--- config.mk ---
export PLATFORM = sky130hd
export DESIGN_NAME = lever_button_event_generator
export DESIGN_NICKNAME = d
export VERILOG_FILES = /design/src/hw/rtl/lbeg_pkg.sv /design/src/hw/rtl/lbeg_front.sv /design/src/hw/rtl/lbeg_queue.sv /design/src/hw/rtl/lbeg_back.sv /design/src/hw/rtl/lever_button_event_generator.sv
export VERILOG_INCLUDE_DIRS = /design/src /design/src/hw/rtl
export SDC_FILE = /design/constraint.sdc
export NUM_CORES = 1
export LEC_CHECK = 0
export BUFFER_PORTS_ARGS = -buffer_cell sky130_fd_sc_hd__buf_2
export CAP_MARGIN = 20
export CORE_MARGIN = 1.5
export CORE_UTILIZATION = 60
export DETAILED_ROUTE_END_ITERATION = 8
export GPL_TIMING_DRIVEN = 0
export PLACE_DENSITY_LB_ADDON = 0.25
export SKIP_LAST_GASP = 1
export SLEW_MARGIN = 20
export SYNTH_ARGS = -nofsm -noshare
export SYNTH_HDL_FRONTEND = slang
export SYNTH_HIERARCHICAL = 1
export SYNTH_SLANG_ARGS = --single-unit
--- constraint.sdc ---
create_clock -name clk -period 7.5 [get_ports clk]
set_clock_uncertainty 0.2 [all_clocks]
set_input_delay 1.125 -clock clk [delete_from_list [all_inputs] [get_ports clk]]
set_output_delay 1.125 -clock clk [all_outputs]
set_load 0.005 [all_outputs]
--- src/hw/rtl/assert_macros.svh ---
// Assertion macros shared by the RTL of the lever button event generator.
`ifndef ASSERT_MACROS_SVH
`define ASSERT_MACROS_SVH
`ifndef SYNTHESIS
// Checked on clk, switched off while arst_n is low.
`define ASSERT_RST(lbl, prop, msg) \
	lbl: assert property (@(posedge clk) disable iff (!arst_n) (prop)) else $error(msg);
// Checked on clk at every edge, also during reset.
`define ASSERT_ALWAYS(lbl, prop, msg) \
	lbl: assert property (@(posedge clk) (prop)) else $error(msg);
`else
`define ASSERT_RST(lbl, prop, msg)
`define ASSERT_ALWAYS(lbl, prop, msg)
`endif
`endif

--- src/hw/rtl/lbeg_pkg.sv ---
// Types, codes and helpers of the lever button event generator.
`default_nettype none
package lbeg_pkg;

	// Event codes
	typedef enum logic [2:0] {
		EV_DOWN  = 3'd0,
		EV_UP    = 3'd1,
		EV_CLICK = 3'd2,
		EV_TICK  = 3'd3,
		EV_LONG  = 3'd4
	} event_type_t;

	// Button codes
	localparam logic [1:0] BTN_TOUCH  = 2'd0;
	localparam logic [1:0] BTN_LEFT   = 2'd1;
	localparam logic [1:0] BTN_CENTER = 2'd2;
	localparam logic [1:0] BTN_RIGHT  = 2'd3;

	// Configuration register indexes
	localparam logic [1:0] REG_POLARITY = 2'd0;
	localparam logic [1:0] REG_DELAY    = 2'd1;
	localparam logic [1:0] REG_INTERVAL = 2'd2;

	localparam int NUM_LEVERS = 3;
	localparam int CENTER_LEVER = 1;
	// Event slots of one sample: touch, then two per lever
	localparam int NUM_SLOTS = 1 + 2 * NUM_LEVERS;
	localparam int SLOT_W = $clog2(NUM_SLOTS);

	// Hold counter: zero or more counts held samples, negative marks repeat phase
	typedef logic signed [16:0] hold_t;
	localparam hold_t HOLD_REPEAT    = -17'sd1;
	localparam hold_t HOLD_LONG_DONE = -17'sd2;

	// Events of one sample, handed from front to back
	typedef struct packed {
		logic [NUM_SLOTS-1:0]      valid;
		logic [NUM_SLOTS-1:0][2:0] kind;
	} desc_t;

	// Queue status towards both sides
	typedef struct packed {
		logic full;
		logic empty;
	} q_status_t;

	// Button owning a slot: touch in slot 0, each lever owns two slots
	function automatic logic [1:0] slot_button(input logic [SLOT_W-1:0] idx);
		logic [SLOT_W:0] sum;
		sum = {1'b0, idx} + {{SLOT_W{1'b0}}, 1'b1};
		return sum[2:1];
	endfunction

endpackage
`default_nettype wire

--- src/hw/rtl/lbeg_front.sv ---
// Front end: configuration, press detection, hold counters and event classification.
`default_nettype none
module lbeg_front (
	input  wire logic              clk,
	input  wire logic              arst_n,
	input  wire logic              wr_en,
	input  wire logic [1:0]        wr_index,
	input  wire logic [15:0]       wr_data,
	input  wire logic              touch_level,
	input  wire logic              left_level,
	input  wire logic              center_level,
	input  wire logic              right_level,
	input  wire logic              push,
	input  wire logic              q_full,
	output logic                   q_push,
	output lbeg_pkg::desc_t        desc
);

	logic        polarity_q;
	logic [15:0] delay_q;
	logic [15:0] interval_q;
	logic [3:0]  prev_q;
	lbeg_pkg::hold_t hold_q [lbeg_pkg::NUM_LEVERS];
	lbeg_pkg::hold_t hold_nxt [lbeg_pkg::NUM_LEVERS];
	logic [3:0]  now;
	logic        accept;

	assign accept = push && !q_full;
	assign q_push = accept && (|desc.valid);

	// Configuration registers
	always_ff @(posedge clk or negedge arst_n) begin
		if (!arst_n) begin
			polarity_q <= 1'b1;
			delay_q    <= 16'd50;
			interval_q <= 16'd10;
		end else if (wr_en) begin
			unique case (wr_index)
				lbeg_pkg::REG_POLARITY: polarity_q <= wr_data[0];
				lbeg_pkg::REG_DELAY:    delay_q    <= wr_data;
				lbeg_pkg::REG_INTERVAL: interval_q <= wr_data;
				default: ;
			endcase
		end
	end

	// Classify the sample into event slots and work out the next counters
	always_comb begin
		logic [2:0]      lev;
		lbeg_pkg::hold_t c;
		lbeg_pkg::hold_t cm;
		lbeg_pkg::hold_t cp;
		lbeg_pkg::hold_t neg_int;
		lbeg_pkg::hold_t delay_s;
		logic            pr;
		logic            chg;
		lev     = {right_level, center_level, left_level};
		neg_int = -$signed({1'b0, interval_q});
		delay_s = $signed({1'b0, delay_q});
		now[0]  = ~touch_level;
		for (int i = 0; i < lbeg_pkg::NUM_LEVERS; i++) begin
			now[i+1] = (lev[i] == polarity_q);
		end
		desc.valid = '0;
		desc.kind  = '0;
		desc.valid[0] = now[0] ^ prev_q[0];
		desc.kind[0]  = now[0] ? lbeg_pkg::EV_DOWN : lbeg_pkg::EV_UP;
		for (int i = 0; i < lbeg_pkg::NUM_LEVERS; i++) begin
			c   = hold_q[i];
			pr  = now[i+1];
			chg = now[i+1] ^ prev_q[i+1];
			cm  = c - 17'sd1;
			cp  = c + 17'sd1;
			desc.valid[1+2*i] = chg;
			desc.kind[1+2*i]  = pr ? lbeg_pkg::EV_DOWN : lbeg_pkg::EV_UP;
			hold_nxt[i] = c;
			// click on a release that never reached the repeat phase
			if (chg && !pr && (c >= 17'sd0)) begin
				desc.valid[2+2*i] = 1'b1;
				desc.kind[2+2*i]  = lbeg_pkg::EV_CLICK;
			end
			if (pr) begin
				if (c < 17'sd0) begin
					if (i != lbeg_pkg::CENTER_LEVER) begin
						if (cm <= neg_int) begin
							desc.valid[2+2*i] = 1'b1;
							desc.kind[2+2*i]  = lbeg_pkg::EV_TICK;
							hold_nxt[i] = lbeg_pkg::HOLD_REPEAT;
						end else begin
							hold_nxt[i] = cm;
						end
					end else if (c == lbeg_pkg::HOLD_REPEAT) begin
						desc.valid[2+2*i] = 1'b1;
						desc.kind[2+2*i]  = lbeg_pkg::EV_LONG;
						hold_nxt[i] = lbeg_pkg::HOLD_LONG_DONE;
					end
				end else begin
					hold_nxt[i] = (cp >= delay_s) ? lbeg_pkg::HOLD_REPEAT : cp;
				end
			end else begin
				hold_nxt[i] = '0;
			end
		end
	end

	// Per-sample state
	always_ff @(posedge clk or negedge arst_n) begin
		if (!arst_n) begin
			prev_q <= '0;
			for (int i = 0; i < lbeg_pkg::NUM_LEVERS; i++) begin
				hold_q[i] <= '0;
			end
		end else if (accept) begin
			prev_q <= now;
			for (int i = 0; i < lbeg_pkg::NUM_LEVERS; i++) begin
				hold_q[i] <= hold_nxt[i];
			end
		end
	end

endmodule
`default_nettype wire

--- src/hw/rtl/lbeg_queue.sv ---
// Short queue of per-sample event words between front and back.
`default_nettype none
module lbeg_queue #(
	parameter int DEPTH = 2
) (
	input  wire logic            clk,
	input  wire logic            arst_n,
	input  wire logic            push,
	input  wire lbeg_pkg::desc_t wdata,
	input  wire logic            pop,
	output lbeg_pkg::desc_t      rdata,
	output lbeg_pkg::q_status_t  status
);

	localparam int PTR_W = (DEPTH > 1) ? $clog2(DEPTH) : 1;
	localparam int CNT_W = $clog2(DEPTH + 1);
	localparam logic [PTR_W-1:0] LAST_PTR = PTR_W'(DEPTH - 1);

	lbeg_pkg::desc_t   store_q [DEPTH];
	logic [PTR_W-1:0]  wr_ptr_q;
	logic [PTR_W-1:0]  rd_ptr_q;
	logic [CNT_W-1:0]  count_q;
	logic              do_push;
	logic              do_pop;

	assign status.full  = (count_q == CNT_W'(DEPTH));
	assign status.empty = (count_q == '0);
	assign do_push = push && !status.full;
	assign do_pop  = pop && !status.empty;
	assign rdata   = store_q[rd_ptr_q];

	// Storage
	always_ff @(posedge clk) begin
		if (do_push) begin
			store_q[wr_ptr_q] <= wdata;
		end
	end

	// Pointers and fill count
	always_ff @(posedge clk or negedge arst_n) begin
		if (!arst_n) begin
			wr_ptr_q <= '0;
			rd_ptr_q <= '0;
			count_q  <= '0;
		end else begin
			if (do_push) begin
				wr_ptr_q <= (wr_ptr_q == LAST_PTR) ? '0 : wr_ptr_q + 1'b1;
			end
			if (do_pop) begin
				rd_ptr_q <= (rd_ptr_q == LAST_PTR) ? '0 : rd_ptr_q + 1'b1;
			end
			if (do_push && !do_pop) begin
				count_q <= count_q + 1'b1;
			end else if (do_pop && !do_push) begin
				count_q <= count_q - 1'b1;
			end
		end
	end

endmodule
`default_nettype wire

--- src/hw/rtl/lbeg_back.sv ---
// Back end: emits the events of one sample word in slot order into the result register.
`default_nettype none
module lbeg_back (
	input  wire logic            clk,
	input  wire logic            arst_n,
	input  wire lbeg_pkg::desc_t q_rdata,
	input  wire logic            q_empty,
	output logic                 q_pop,
	input  wire logic            pop,
	output logic                 empty,
	output logic [1:0]           event_button,
	output logic [2:0]           event_type,
	output logic                 last_of_tick
);

	logic [lbeg_pkg::NUM_SLOTS-1:0]      work_valid_q;
	logic [lbeg_pkg::NUM_SLOTS-1:0][2:0] work_kind_q;
	logic                                out_valid_q;
	logic [1:0]                          out_button_q;
	logic [2:0]                          out_type_q;
	logic                                out_last_q;
	logic [lbeg_pkg::SLOT_W-1:0]         sel;
	logic [lbeg_pkg::NUM_SLOTS-1:0]      rest;
	logic                                take;
	logic                                emit;

	// Lowest pending slot and what remains after it
	always_comb begin
		sel = '0;
		for (int i = lbeg_pkg::NUM_SLOTS - 1; i >= 0; i--) begin
			if (work_valid_q[i]) begin
				sel = lbeg_pkg::SLOT_W'(i);
			end
		end
		rest = work_valid_q;
		rest[sel] = 1'b0;
	end

	assign take  = !out_valid_q || pop;
	assign emit  = take && (|work_valid_q);
	assign q_pop = !q_empty && (!(|work_valid_q) || (emit && (rest == '0)));

	// Working word
	always_ff @(posedge clk or negedge arst_n) begin
		if (!arst_n) begin
			work_valid_q <= '0;
		end else if (q_pop) begin
			work_valid_q <= q_rdata.valid;
		end else if (emit) begin
			work_valid_q <= rest;
		end
	end

	always_ff @(posedge clk) begin
		if (q_pop) begin
			work_kind_q <= q_rdata.kind;
		end
	end

	// Result register
	always_ff @(posedge clk or negedge arst_n) begin
		if (!arst_n) begin
			out_valid_q <= 1'b0;
		end else if (emit) begin
			out_valid_q <= 1'b1;
		end else if (pop) begin
			out_valid_q <= 1'b0;
		end
	end

	always_ff @(posedge clk) begin
		if (emit) begin
			out_button_q <= lbeg_pkg::slot_button(sel);
			out_type_q   <= work_kind_q[sel];
			out_last_q   <= (rest == '0);
		end
	end

	assign empty        = !out_valid_q;
	assign event_button = out_button_q;
	assign event_type   = out_type_q;
	assign last_of_tick = out_last_q;

endmodule
`default_nettype wire

--- src/hw/rtl/lever_button_event_generator.sv ---
// Top level of the lever button event generator.
// Each pushed word is one debounced sample of the touch line and the three lever lines; it
// yields zero to seven result words (touch, left, center, right order), the final one of a
// sample flagged by last_of_tick. The front end takes one sample per cycle while its queue
// of QUEUE_DEPTH sample words (2 or more) has room; a sample without events takes no slot.
// The back end sends one result word per cycle into a one-word result register while it is
// free or being popped, and loads the next sample word when its working word has run dry or
// as it emits the last event of a word. A pushed sample passes the queue, the working word
// and the result register. Configuration: wr_en with wr_index 0 polarity, 1 tick delay, 2
// tick interval; write only while no results are pending.
`default_nettype none
`include "assert_macros.svh"
module lever_button_event_generator #(
	parameter int QUEUE_DEPTH = 2
) (
	input  wire logic        clk,
	input  wire logic        arst_n,
	input  wire logic        wr_en,
	input  wire logic [1:0]  wr_index,
	input  wire logic [15:0] wr_data,
	input  wire logic        touch_level,
	input  wire logic        left_level,
	input  wire logic        center_level,
	input  wire logic        right_level,
	input  wire logic        push,
	output logic             full,
	output logic [1:0]       event_button,
	output logic [2:0]       event_type,
	output logic             last_of_tick,
	output logic             empty,
	input  wire logic        pop
);

	lbeg_pkg::desc_t     front_desc;
	lbeg_pkg::desc_t     q_rdata;
	lbeg_pkg::q_status_t q_status;
	logic                q_push;
	logic                q_pop;
	logic                touch_kind_ok;
	logic                tick_side_ok;
	logic                long_side_ok;

	assign full = q_status.full;

	// Front end
	lbeg_front u_front (
		.clk          (clk),
		.arst_n       (arst_n),
		.wr_en        (wr_en),
		.wr_index     (wr_index),
		.wr_data      (wr_data),
		.touch_level  (touch_level),
		.left_level   (left_level),
		.center_level (center_level),
		.right_level  (right_level),
		.push         (push),
		.q_full       (q_status.full),
		.q_push       (q_push),
		.desc         (front_desc)
	);

	// Sample word queue
	lbeg_queue #(
		.DEPTH (QUEUE_DEPTH)
	) u_queue (
		.clk    (clk),
		.arst_n (arst_n),
		.push   (q_push),
		.wdata  (front_desc),
		.pop    (q_pop),
		.rdata  (q_rdata),
		.status (q_status)
	);

	// Back end
	lbeg_back u_back (
		.clk          (clk),
		.arst_n       (arst_n),
		.q_rdata      (q_rdata),
		.q_empty      (q_status.empty),
		.q_pop        (q_pop),
		.pop          (pop),
		.empty        (empty),
		.event_button (event_button),
		.event_type   (event_type),
		.last_of_tick (last_of_tick)
	);

	// Kind rules of the word on the result ports
	assign touch_kind_ok = (event_button != lbeg_pkg::BTN_TOUCH) ||
		(event_type == lbeg_pkg::EV_DOWN) || (event_type == lbeg_pkg::EV_UP);
	assign tick_side_ok = (event_type != lbeg_pkg::EV_TICK) ||
		(event_button == lbeg_pkg::BTN_LEFT) || (event_button == lbeg_pkg::BTN_RIGHT);
	assign long_side_ok = (event_type != lbeg_pkg::EV_LONG) ||
		(event_button == lbeg_pkg::BTN_CENTER);

	// Checks
	`ASSERT_RST(a_burst_continues, (!empty && pop && !last_of_tick) |=> !empty, "burst broken")
	`ASSERT_RST(a_touch_kind, !empty |-> touch_kind_ok, "touch event of bad kind")
	`ASSERT_RST(a_tick_side, !empty |-> tick_side_ok, "tick on wrong button")
	`ASSERT_RST(a_long_center, !empty |-> long_side_ok, "long press on wrong button")
	`ASSERT_ALWAYS(a_qpop_legal, q_pop |-> !q_status.empty, "queue read while empty")

endmodule
`default_nettype wire
==> results.sh, run 1 <==
export IMPL_status="finished, final reports clean"
export IMPL_post_cts_resized=0
export IMPL_crit_arrival_ps=5470
export IMPL_max_freq_mhz=181
export IMPL_placement_io_buffers=34
export IMPL_rows=51
export IMPL_synth_enable_flop_cells=83
export IMPL_critPathCaptureType="flop"
export IMPL_cts_root_buffer="clkbuf_16"
export IMPL_initial_core_util_pct=61.0
export IMPL_boundaryPins=35
export IMPL_diodes=0
export IMPL_switching_share_pct=43.4
export IMPL_min_period_over_period_pct=73.8
export IMPL_crit_type="reg2reg"
export IMPL_synthDistinctLibCells=84
export IMPL_final_setup_tns_ps=0
export IMPL_clockBufferDepth=2
export IMPL_pwr_share_seq_pct=31.6
export IMPL_ys_flop_type="dfrtp_1"
export IMPL_cp_num_buf_inv=2
export IMPL_nets=1327
export IMPL_ant_nets=0
export IMPL_drc=0
export IMPL_dr_pass1_iters=5
export IMPL_avgViaCountPerCell=6.03
export IMPL_synth_area_per_cell_um2=10.4
export IMPL_dp_slack_ps=2120
export IMPL_worstMarginPinSlew_ps=788
export IMPL_dp_cells=1451
export IMPL_p_clk_share_pct=16.9
export IMPL_p_leak_nw=5.66
export IMPL_hpwlAfterDp_um=21200
export IMPL_slew_headroom_pct=47.1
export IMPL_dr_first_iter_drc_count=773
export IMPL_cellPowerDensity_mw_per_mm2=420
export IMPL_combPwrFrac_pct=51.5
export IMPL_synth_warnings=6
export IMPL_cts_sinks=183
export IMPL_rsz0062_at_grt="no"
export IMPL_fin_crit_ps=5530
export IMPL_critPathSlowestCell="dfrtp_1"
export IMPL_wl_per_cell_um=19.4
export IMPL_p_int_w=0.00309
export IMPL_post_cts_setup_buffer_count=0
export IMPL_hold_violations=0
export IMPL_postLayoutCoreUtil_pct=67.4
export IMPL_post_dp_cell_area_mm2=0.0124
export IMPL_die_h_um=143
export IMPL_grt_start_max_net_pins=65
export IMPL_critPathRequiredTime_ps=7440
export IMPL_cts_tree="built"
export IMPL_dieArea_mm2=0.0205
export IMPL_max_cap_violations=0
export IMPL_cts_made_buffers=17
export IMPL_grt_use_total_pct=29.7
export IMPL_grt_overflow=0
export IMPL_synth_area_mm2=0.0118
export IMPL_vias=8940
export IMPL_synthArstFlopShare_pct=54.6
export IMPL_final_setup_viol_count=0
export IMPL_slew_viol_final=0
export IMPL_ir_worst_vdd_uv=192
export IMPL_path_clk_slew_ps=80
export IMPL_cp_top_family="compound AO/OA/AOI/OAI gates"
export IMPL_clock_latency_ps=440
export IMPL_htreeDepth=4
export IMPL_p_sw_w=0.00237
export IMPL_core_area_mm2=0.0193
export IMPL_fp_dieW_um=143
export IMPL_drive_gt1_share_pct=17.5
export IMPL_postLayoutCellArea_mm2=0.0130
export IMPL_grt_pass1_vias=8645
export IMPL_syn2layout_area_growth_pct=10.5
export IMPL_hold_path_class="reg2reg"
export IMPL_synthCells=1139
export IMPL_grt_antenna_before_repair=0
export IMPL_setup_worst_path_start_class="flop"
export IMPL_path_cells="inv_1 > ha_1 > nand3_1 > nor3_1 > xor2_1 > ha_1 > a21o_1 > a21o_1 > a2111oi_0 > o211ai_1 > nor3b_1 > o22ai_1 > o31a_1 > nand2_1 > nor2_4 > buf_16"
export IMPL_crit_path_max_fanout=17
export IMPL_layout_setup_ws_ps=1970
export IMPL_ys_seq_elements=183
export IMPL_grt_pass1_wl_um=46000
export IMPL_gp_congestion=0.928
export IMPL_cpPeakStageDelay_ps=560
export IMPL_routed_wl_um=28700
export IMPL_instances_no_fill=1483
export IMPL_seq_area_frac_synth_pct=42.4
export IMPL_cts_hold_fix_buffers=0
## cell usage after synthesis (8+ instances only)
library cell  instances  area share [%]
nand2_1              83             2.6
xnor2_1              44             3.3
a21o_1               10            0.64
o21ai_0              35             1.5
nor2_1               81             2.6
nor3_1               30             1.3
mux2_4               10             1.3
or3_1                11            0.58
dfrtp_1              94              20
nand3_1              39             1.7
and3_1               19             1.0
ha_1                 95              10
clkbuf_1             27            0.86
buf_4                16             1.0
a21oi_1              46             2.0
o31ai_1              11            0.70
o21a_1               11            0.70
inv_1                55             1.8
o31a_1               10            0.74
edfxtp_1             83              21
xor2_1               48             3.6
o22ai_1              11            0.58
nand2b_1             22             1.2
mux2_2               51             4.9
nand4_1              18            0.96
nor2b_1               8            0.42
buf_2                16            0.68
a211oi_1             10            0.64
## power groups by stage
| stage | logic [W] | registers (W) | clock network [W] |
|---|---|---|---|
| 5_1_grt | 0.00312 | 0.00177 | 0.000971 |
| 3_5_place_dp | 0.00275 | 0.00174 | 0 |
| 3_3_place_gp | 0.00265 | 0.00173 | 0 |
| 6_report | 0.00282 | 0.00173 | 0.000923 |
| 2_1_floorplan | 0.00207 | 0.00167 | 0 |
| 4_1_cts | 0.00278 | 0.00173 | 0.000938 |
## per-stage QoR
step	hold slack [ps]	power [W]
after floorplan	253	0.00375
after global placement	268	0.00438
after detailed placement	277	0.00450
after CTS	296	0.00545
after global routing	312	0.00587
final	300	0.00547
## placed cells by master, fill, tap and decap left out, types with 7 or more instances in the layout
| cell type | Yosys | routed |
|---|---|---|
| a211oi_1 | 10 | 10 |
| a21o_1 | 10 | 10 |
| a21oi_1 | 46 | 46 |
| a31oi_1 | 7 | 7 |
| and3_1 | 19 | 18 |
| buf_2 | 16 | 49 |
| buf_4 | 16 | 16 |
| clkbuf_1 | 27 | 27 |
| clkbuf_16 | 0 | 17 |
| conb_1 | 1 | 11 |
| dfrtp_1 | 94 | 94 |
| edfxtp_1 | 83 | 83 |
| ha_1 | 95 | 95 |
| inv_1 | 55 | 55 |
| mux2_2 | 51 | 51 |
| mux2_4 | 10 | 10 |
| nand2_1 | 83 | 83 |
| nand2b_1 | 22 | 22 |
| nand3_1 | 39 | 39 |
| nand4_1 | 18 | 18 |
| nor2_1 | 81 | 79 |
| nor2b_1 | 8 | 8 |
| nor3_1 | 30 | 30 |
| o21a_1 | 11 | 11 |
| o21ai_0 | 35 | 35 |
| o21ai_1 | 7 | 7 |
| o21bai_1 | 7 | 7 |
| o221a_2 | 7 | 7 |
| o22ai_1 | 11 | 11 |
| o31a_1 | 10 | 10 |
| o31ai_1 | 11 | 11 |
| or3_1 | 11 | 11 |
| xnor2_1 | 44 | 44 |
| xor2_1 | 48 | 48 |
## layer usage
layer / track usage, % / vias to the layer above / wire length, um
met5: 0 / - / 0
met4: 10.5 / 0 / 820
met3: 5.10 / 39 / 1800
met2: 47.1 / 323 / 13300
met1: 41.1 / 4315 / 12800
li1: - / 4263 / -
## cells by family after synthesis
family | share of synthesized area (%)
AO/OA/AOI/OAI | 13.2
XOR/XNOR | 7.25
adder cells (fa/ha/maj) | 10.2
buffers and inverters | 4.91
flip-flops | 42.4
multiplexers | 6.57
other | 0.0318
AND/OR/NAND/NOR | 15.5
## worst reg2reg max path, stage by stage (launching register included)
cell	delay [ps]
dfrtp_1	560
inv_1	200
ha_1	340
nand3_1	330
nor3_1	360
xor2_1	320
ha_1	320
a21o_1	180
a21o_1	170
a2111oi_0	460
o211ai_1	210
nor3b_1	230
o22ai_1	300
o31a_1	270
nand2_1	160
nor2_4	400
buf_16	220
## flip-flops by register name (all words and copies together) (netlist names)
name	count
u_back/out_valid_q	1
u_queue/count_q	2
u_front/hold_q	51
u_back/event_type	3
u_front/delay_q	16
u_front/interval_q	16
u_queue/rd_ptr_q	1
u_front/prev_q	4
u_back/work_valid_q	7
u_back/work_kind_q	21
u_back/last_of_tick	1
u_queue/wr_ptr_q	1
u_back/event_button	2
u_queue/store_q	56
u_front/polarity_q	1
## path summary, 6_finish.rpt
kind                              startpoint  cells after the start                     end  slack, ps
max                        u_front/hold_q[0]                     16  u_queue/store_q[0][26]       1970
max reg2reg                u_front/hold_q[0]                     16  u_queue/store_q[0][26]       1970
min in group asynchronous             arst_n                      1   u_front/interval_q[5]        380
min                        u_front/prev_q[1]                      1       u_front/prev_q[1]        300
max in group asynchronous             arst_n                      2      u_front/hold_q[21]       6050
min reg2reg                u_front/prev_q[1]                      1       u_front/prev_q[1]        300
## final cells by class
type                    instances  area (um^2)
inverters                      55          206
clock buffers                  17          425
fillers                      1469         6310
multi-input cells             842         6260
well taps                     265          332
repair buffers                 37          243
plain buffers                  69          373
clock inverters                15          191
flip-flops and latches        183         5000
Power figures use the tool's default switching activity.
==> inputs of run 2 (changes only) <==
- clock period: 7.5 -> 5.39 ns (I/O delays scaled with it)
==> results.sh, run 2 (synthesized netlist as in run 1, its figures left out) <==
export IMPL_status="finished, final reports clean"
export IMPL_mostFrequentLayoutCell="ha_1"
export IMPL_p_sw_w=0.00333
export IMPL_largest_reg_flops=56
export IMPL_grt_start_max_net_pins=65
export IMPL_core_area_mm2=0.0193
export IMPL_dr_first_iter_drc_count=712
export IMPL_hpwlAfterDp_um=21200
export IMPL_worstReg2RegEnd="u_queue/count_q[1]"
export IMPL_fin_crit_ps=5070
export IMPL_placement_io_buffers=34
export IMPL_htreeDepth=4
export IMPL_crit_type="reg2reg"
export IMPL_critPathCaptureType="flop"
export IMPL_fp_dieW_um=143
export IMPL_drive_gt1_share_pct=18.6
export IMPL_n_fill_cell=1453
export IMPL_slew_viol_final=0
export IMPL_grt_use_total_pct=29.7
export IMPL_largest_register="u_queue/store_q"
export IMPL_critPathSlowestCell="dfrtp_2"
export IMPL_crit_arrival_ps=5190
export IMPL_multi_input_comb_area_mm2=0.00631
export IMPL_cts_tree="built"
export IMPL_final_setup_tns_ps=0
export IMPL_grt_pass1_wl_um=46000
export IMPL_rsz0062_at_grt="no"
export IMPL_cts_hold_fix_buffers=0
export IMPL_grt_overflow=0
export IMPL_critPathRequiredTime_ps=5510
export IMPL_r2r_slack_ps=320
export IMPL_syn2layout_area_growth_pct=11.5
export IMPL_combPwrFrac_pct=51.9
export IMPL_vias=9017
export IMPL_cpPeakStageDelay_ps=480
export IMPL_max_freq_mhz=197
export IMPL_path_cells="inv_1 > ha_1 > or3b_4 > nor3_4 > nand2_2 > nor2_1 > xor2_1 > ha_1 > and4_1 > nor4b_1 > nand3_1 > nand4b_1 > and4_1 > a21o_1 > o31a_1 > nand2_1 > inv_1 > ha_1 > xor2_1 > nor2_1 > xor2_1"
export IMPL_p_total_w=0.00767
export IMPL_die_h_um=143
export IMPL_p_int_w=0.00435
export IMPL_wl_per_cell_um=19.4
export IMPL_reg_top3="u_queue/store_q x56, u_front/hold_q x51, u_back/work_kind_q x21"
export IMPL_avgViaCountPerCell=6.06
export IMPL_path_clk_slew_ps=80
export IMPL_max_cap_violations=0
export IMPL_clock_latency_ps=440
export IMPL_clockBufferDepth=2
export IMPL_reg2reg_depth=21
export IMPL_p_clk_share_pct=16.7
export IMPL_min_period_over_period_pct=94.0
export IMPL_crit_path_max_fanout=8
export IMPL_final_setup_viol_count=0
export IMPL_gp_congestion=0.928
export IMPL_grt_antenna_before_repair=0
export IMPL_r2r_start="u_front/hold_q[34]"
export IMPL_ir_worst_vdd_uv=282
export IMPL_cts_root_buffer="clkbuf_16"
export IMPL_hold_violations=0
export IMPL_slew_headroom_pct=46.0
export IMPL_dieArea_mm2=0.0205
export IMPL_diodes=0
export IMPL_boundaryPins=35
export IMPL_switching_share_pct=43.4
export IMPL_p_leak_nw=5.70
export IMPL_initial_core_util_pct=61.0
export IMPL_cts_made_buffers=17
export IMPL_regArea_mm2=0.00500
export IMPL_drc=0
export IMPL_ant_nets=0
export IMPL_setup_worst_path_start_class="flop"
export IMPL_routed_wl_um=28900
export IMPL_nets=1333
export IMPL_hold_path_class="in2async"
export IMPL_cts_sinks=183
export IMPL_dr_pass1_iters=5
export IMPL_grt_pass1_vias=8643
export IMPL_mostFrequentLayoutCells="ha_1 (94), dfrtp_1 (93), edfxtp_1 (83)"
export IMPL_pwr_share_seq_pct=31.4
export IMPL_cellPowerDensity_mw_per_mm2=584
export IMPL_worstMarginPinSlew_ps=811
export IMPL_rows=51
-- run 2: changes by cell type in the layout (fill, tap and decap cells not counted), sizes merged --
| cell | before | now |
|---|---|---|
| buf | 79 | 85 |
-- run 2: what timing repair did --
item / in CTS / in global routing
endpoints found under the setup margin: 45 / 58
pin swaps: 1 / 5
buffers inserted: 1 / 5
resized for setup: 1 / 13
-- run 2: power groups by stage --
stage	Combinational, W	Sequential [W]	Clock [W]
CTS	0.00389	0.00240	0.00131
finish	0.00398	0.00241	0.00128
detailed placement	0.00383	0.00243	0
floorplan	0.00289	0.00233	0
global placement	0.00369	0.00241	0
global route	0.00441	0.00247	0.00135
-- run 2: how the worst max path moves through the flow --
stage,start,endpoint,slack (ps),cells past startpoint
after global routing,u_front/hold_q[34],u_queue/count_q[1],8,21
after floorplan,u_front/hold_q[34],u_queue/store_q[0][0],80,17
final,u_front/hold_q[34],u_queue/count_q[1],320,21
after global placement,u_front/hold_q[0],u_queue/store_q[0][3],-1240,15
after CTS,u_front/hold_q[2],u_queue/count_q[1],50,20
after detailed placement,u_front/hold_q[0],u_queue/store_q[0][3],9,16
-- run 2: layout make-up --
cell class	count	share of cell area, %
Buffer	69	2.84
Clock buffer	17	3.24
Clock inverter	15	1.46
Inverter	55	1.57
Multi-Input combinational cell	842	48.0
Sequential cell	183	38.1
Tap cell	265	2.52
Timing Repair Buffer	43	2.29
-- run 2: metal layers --
layer	vias to the layer above	GRT usage (%)	share of wire, %
met5	-	0	0
met4	0	10.5	3.1
met3	43	5.10	6.8
met2	340	47.1	46
met1	4358	41.2	44
li1	4276	-	-
-- run 2: metrics by stage --
stage / cell area (um^2) / worst slack [ps] / std cells / utilization (%) / hold slack (ps)
finish: 13100 / 324 / 1489 / 68.0 / 61.5
CTS: 13100 / 53.3 / 1484 / 67.5 / 67.6
detailed placement: 12400 / 8.86 / 1451 / 64.2 / 277
global placement: 12300 / -1240 / 1448 / 63.8 / 268
floorplan: 11800 / 78.1 / 1149 / - / 253
global route: 13100 / 8.24 / 1489 / 68.0 / 76.9
-- run 2: critical path: cells and delay by family, from the launching register on --
family | cells | cell delay (ps)
buf+inv | 2 | 200
compound gates | 2 | 400
xor+xnor | 3 | 640
simple gates | 11 | 2400
flops | 1 | 480
fa+ha+maj | 3 | 640
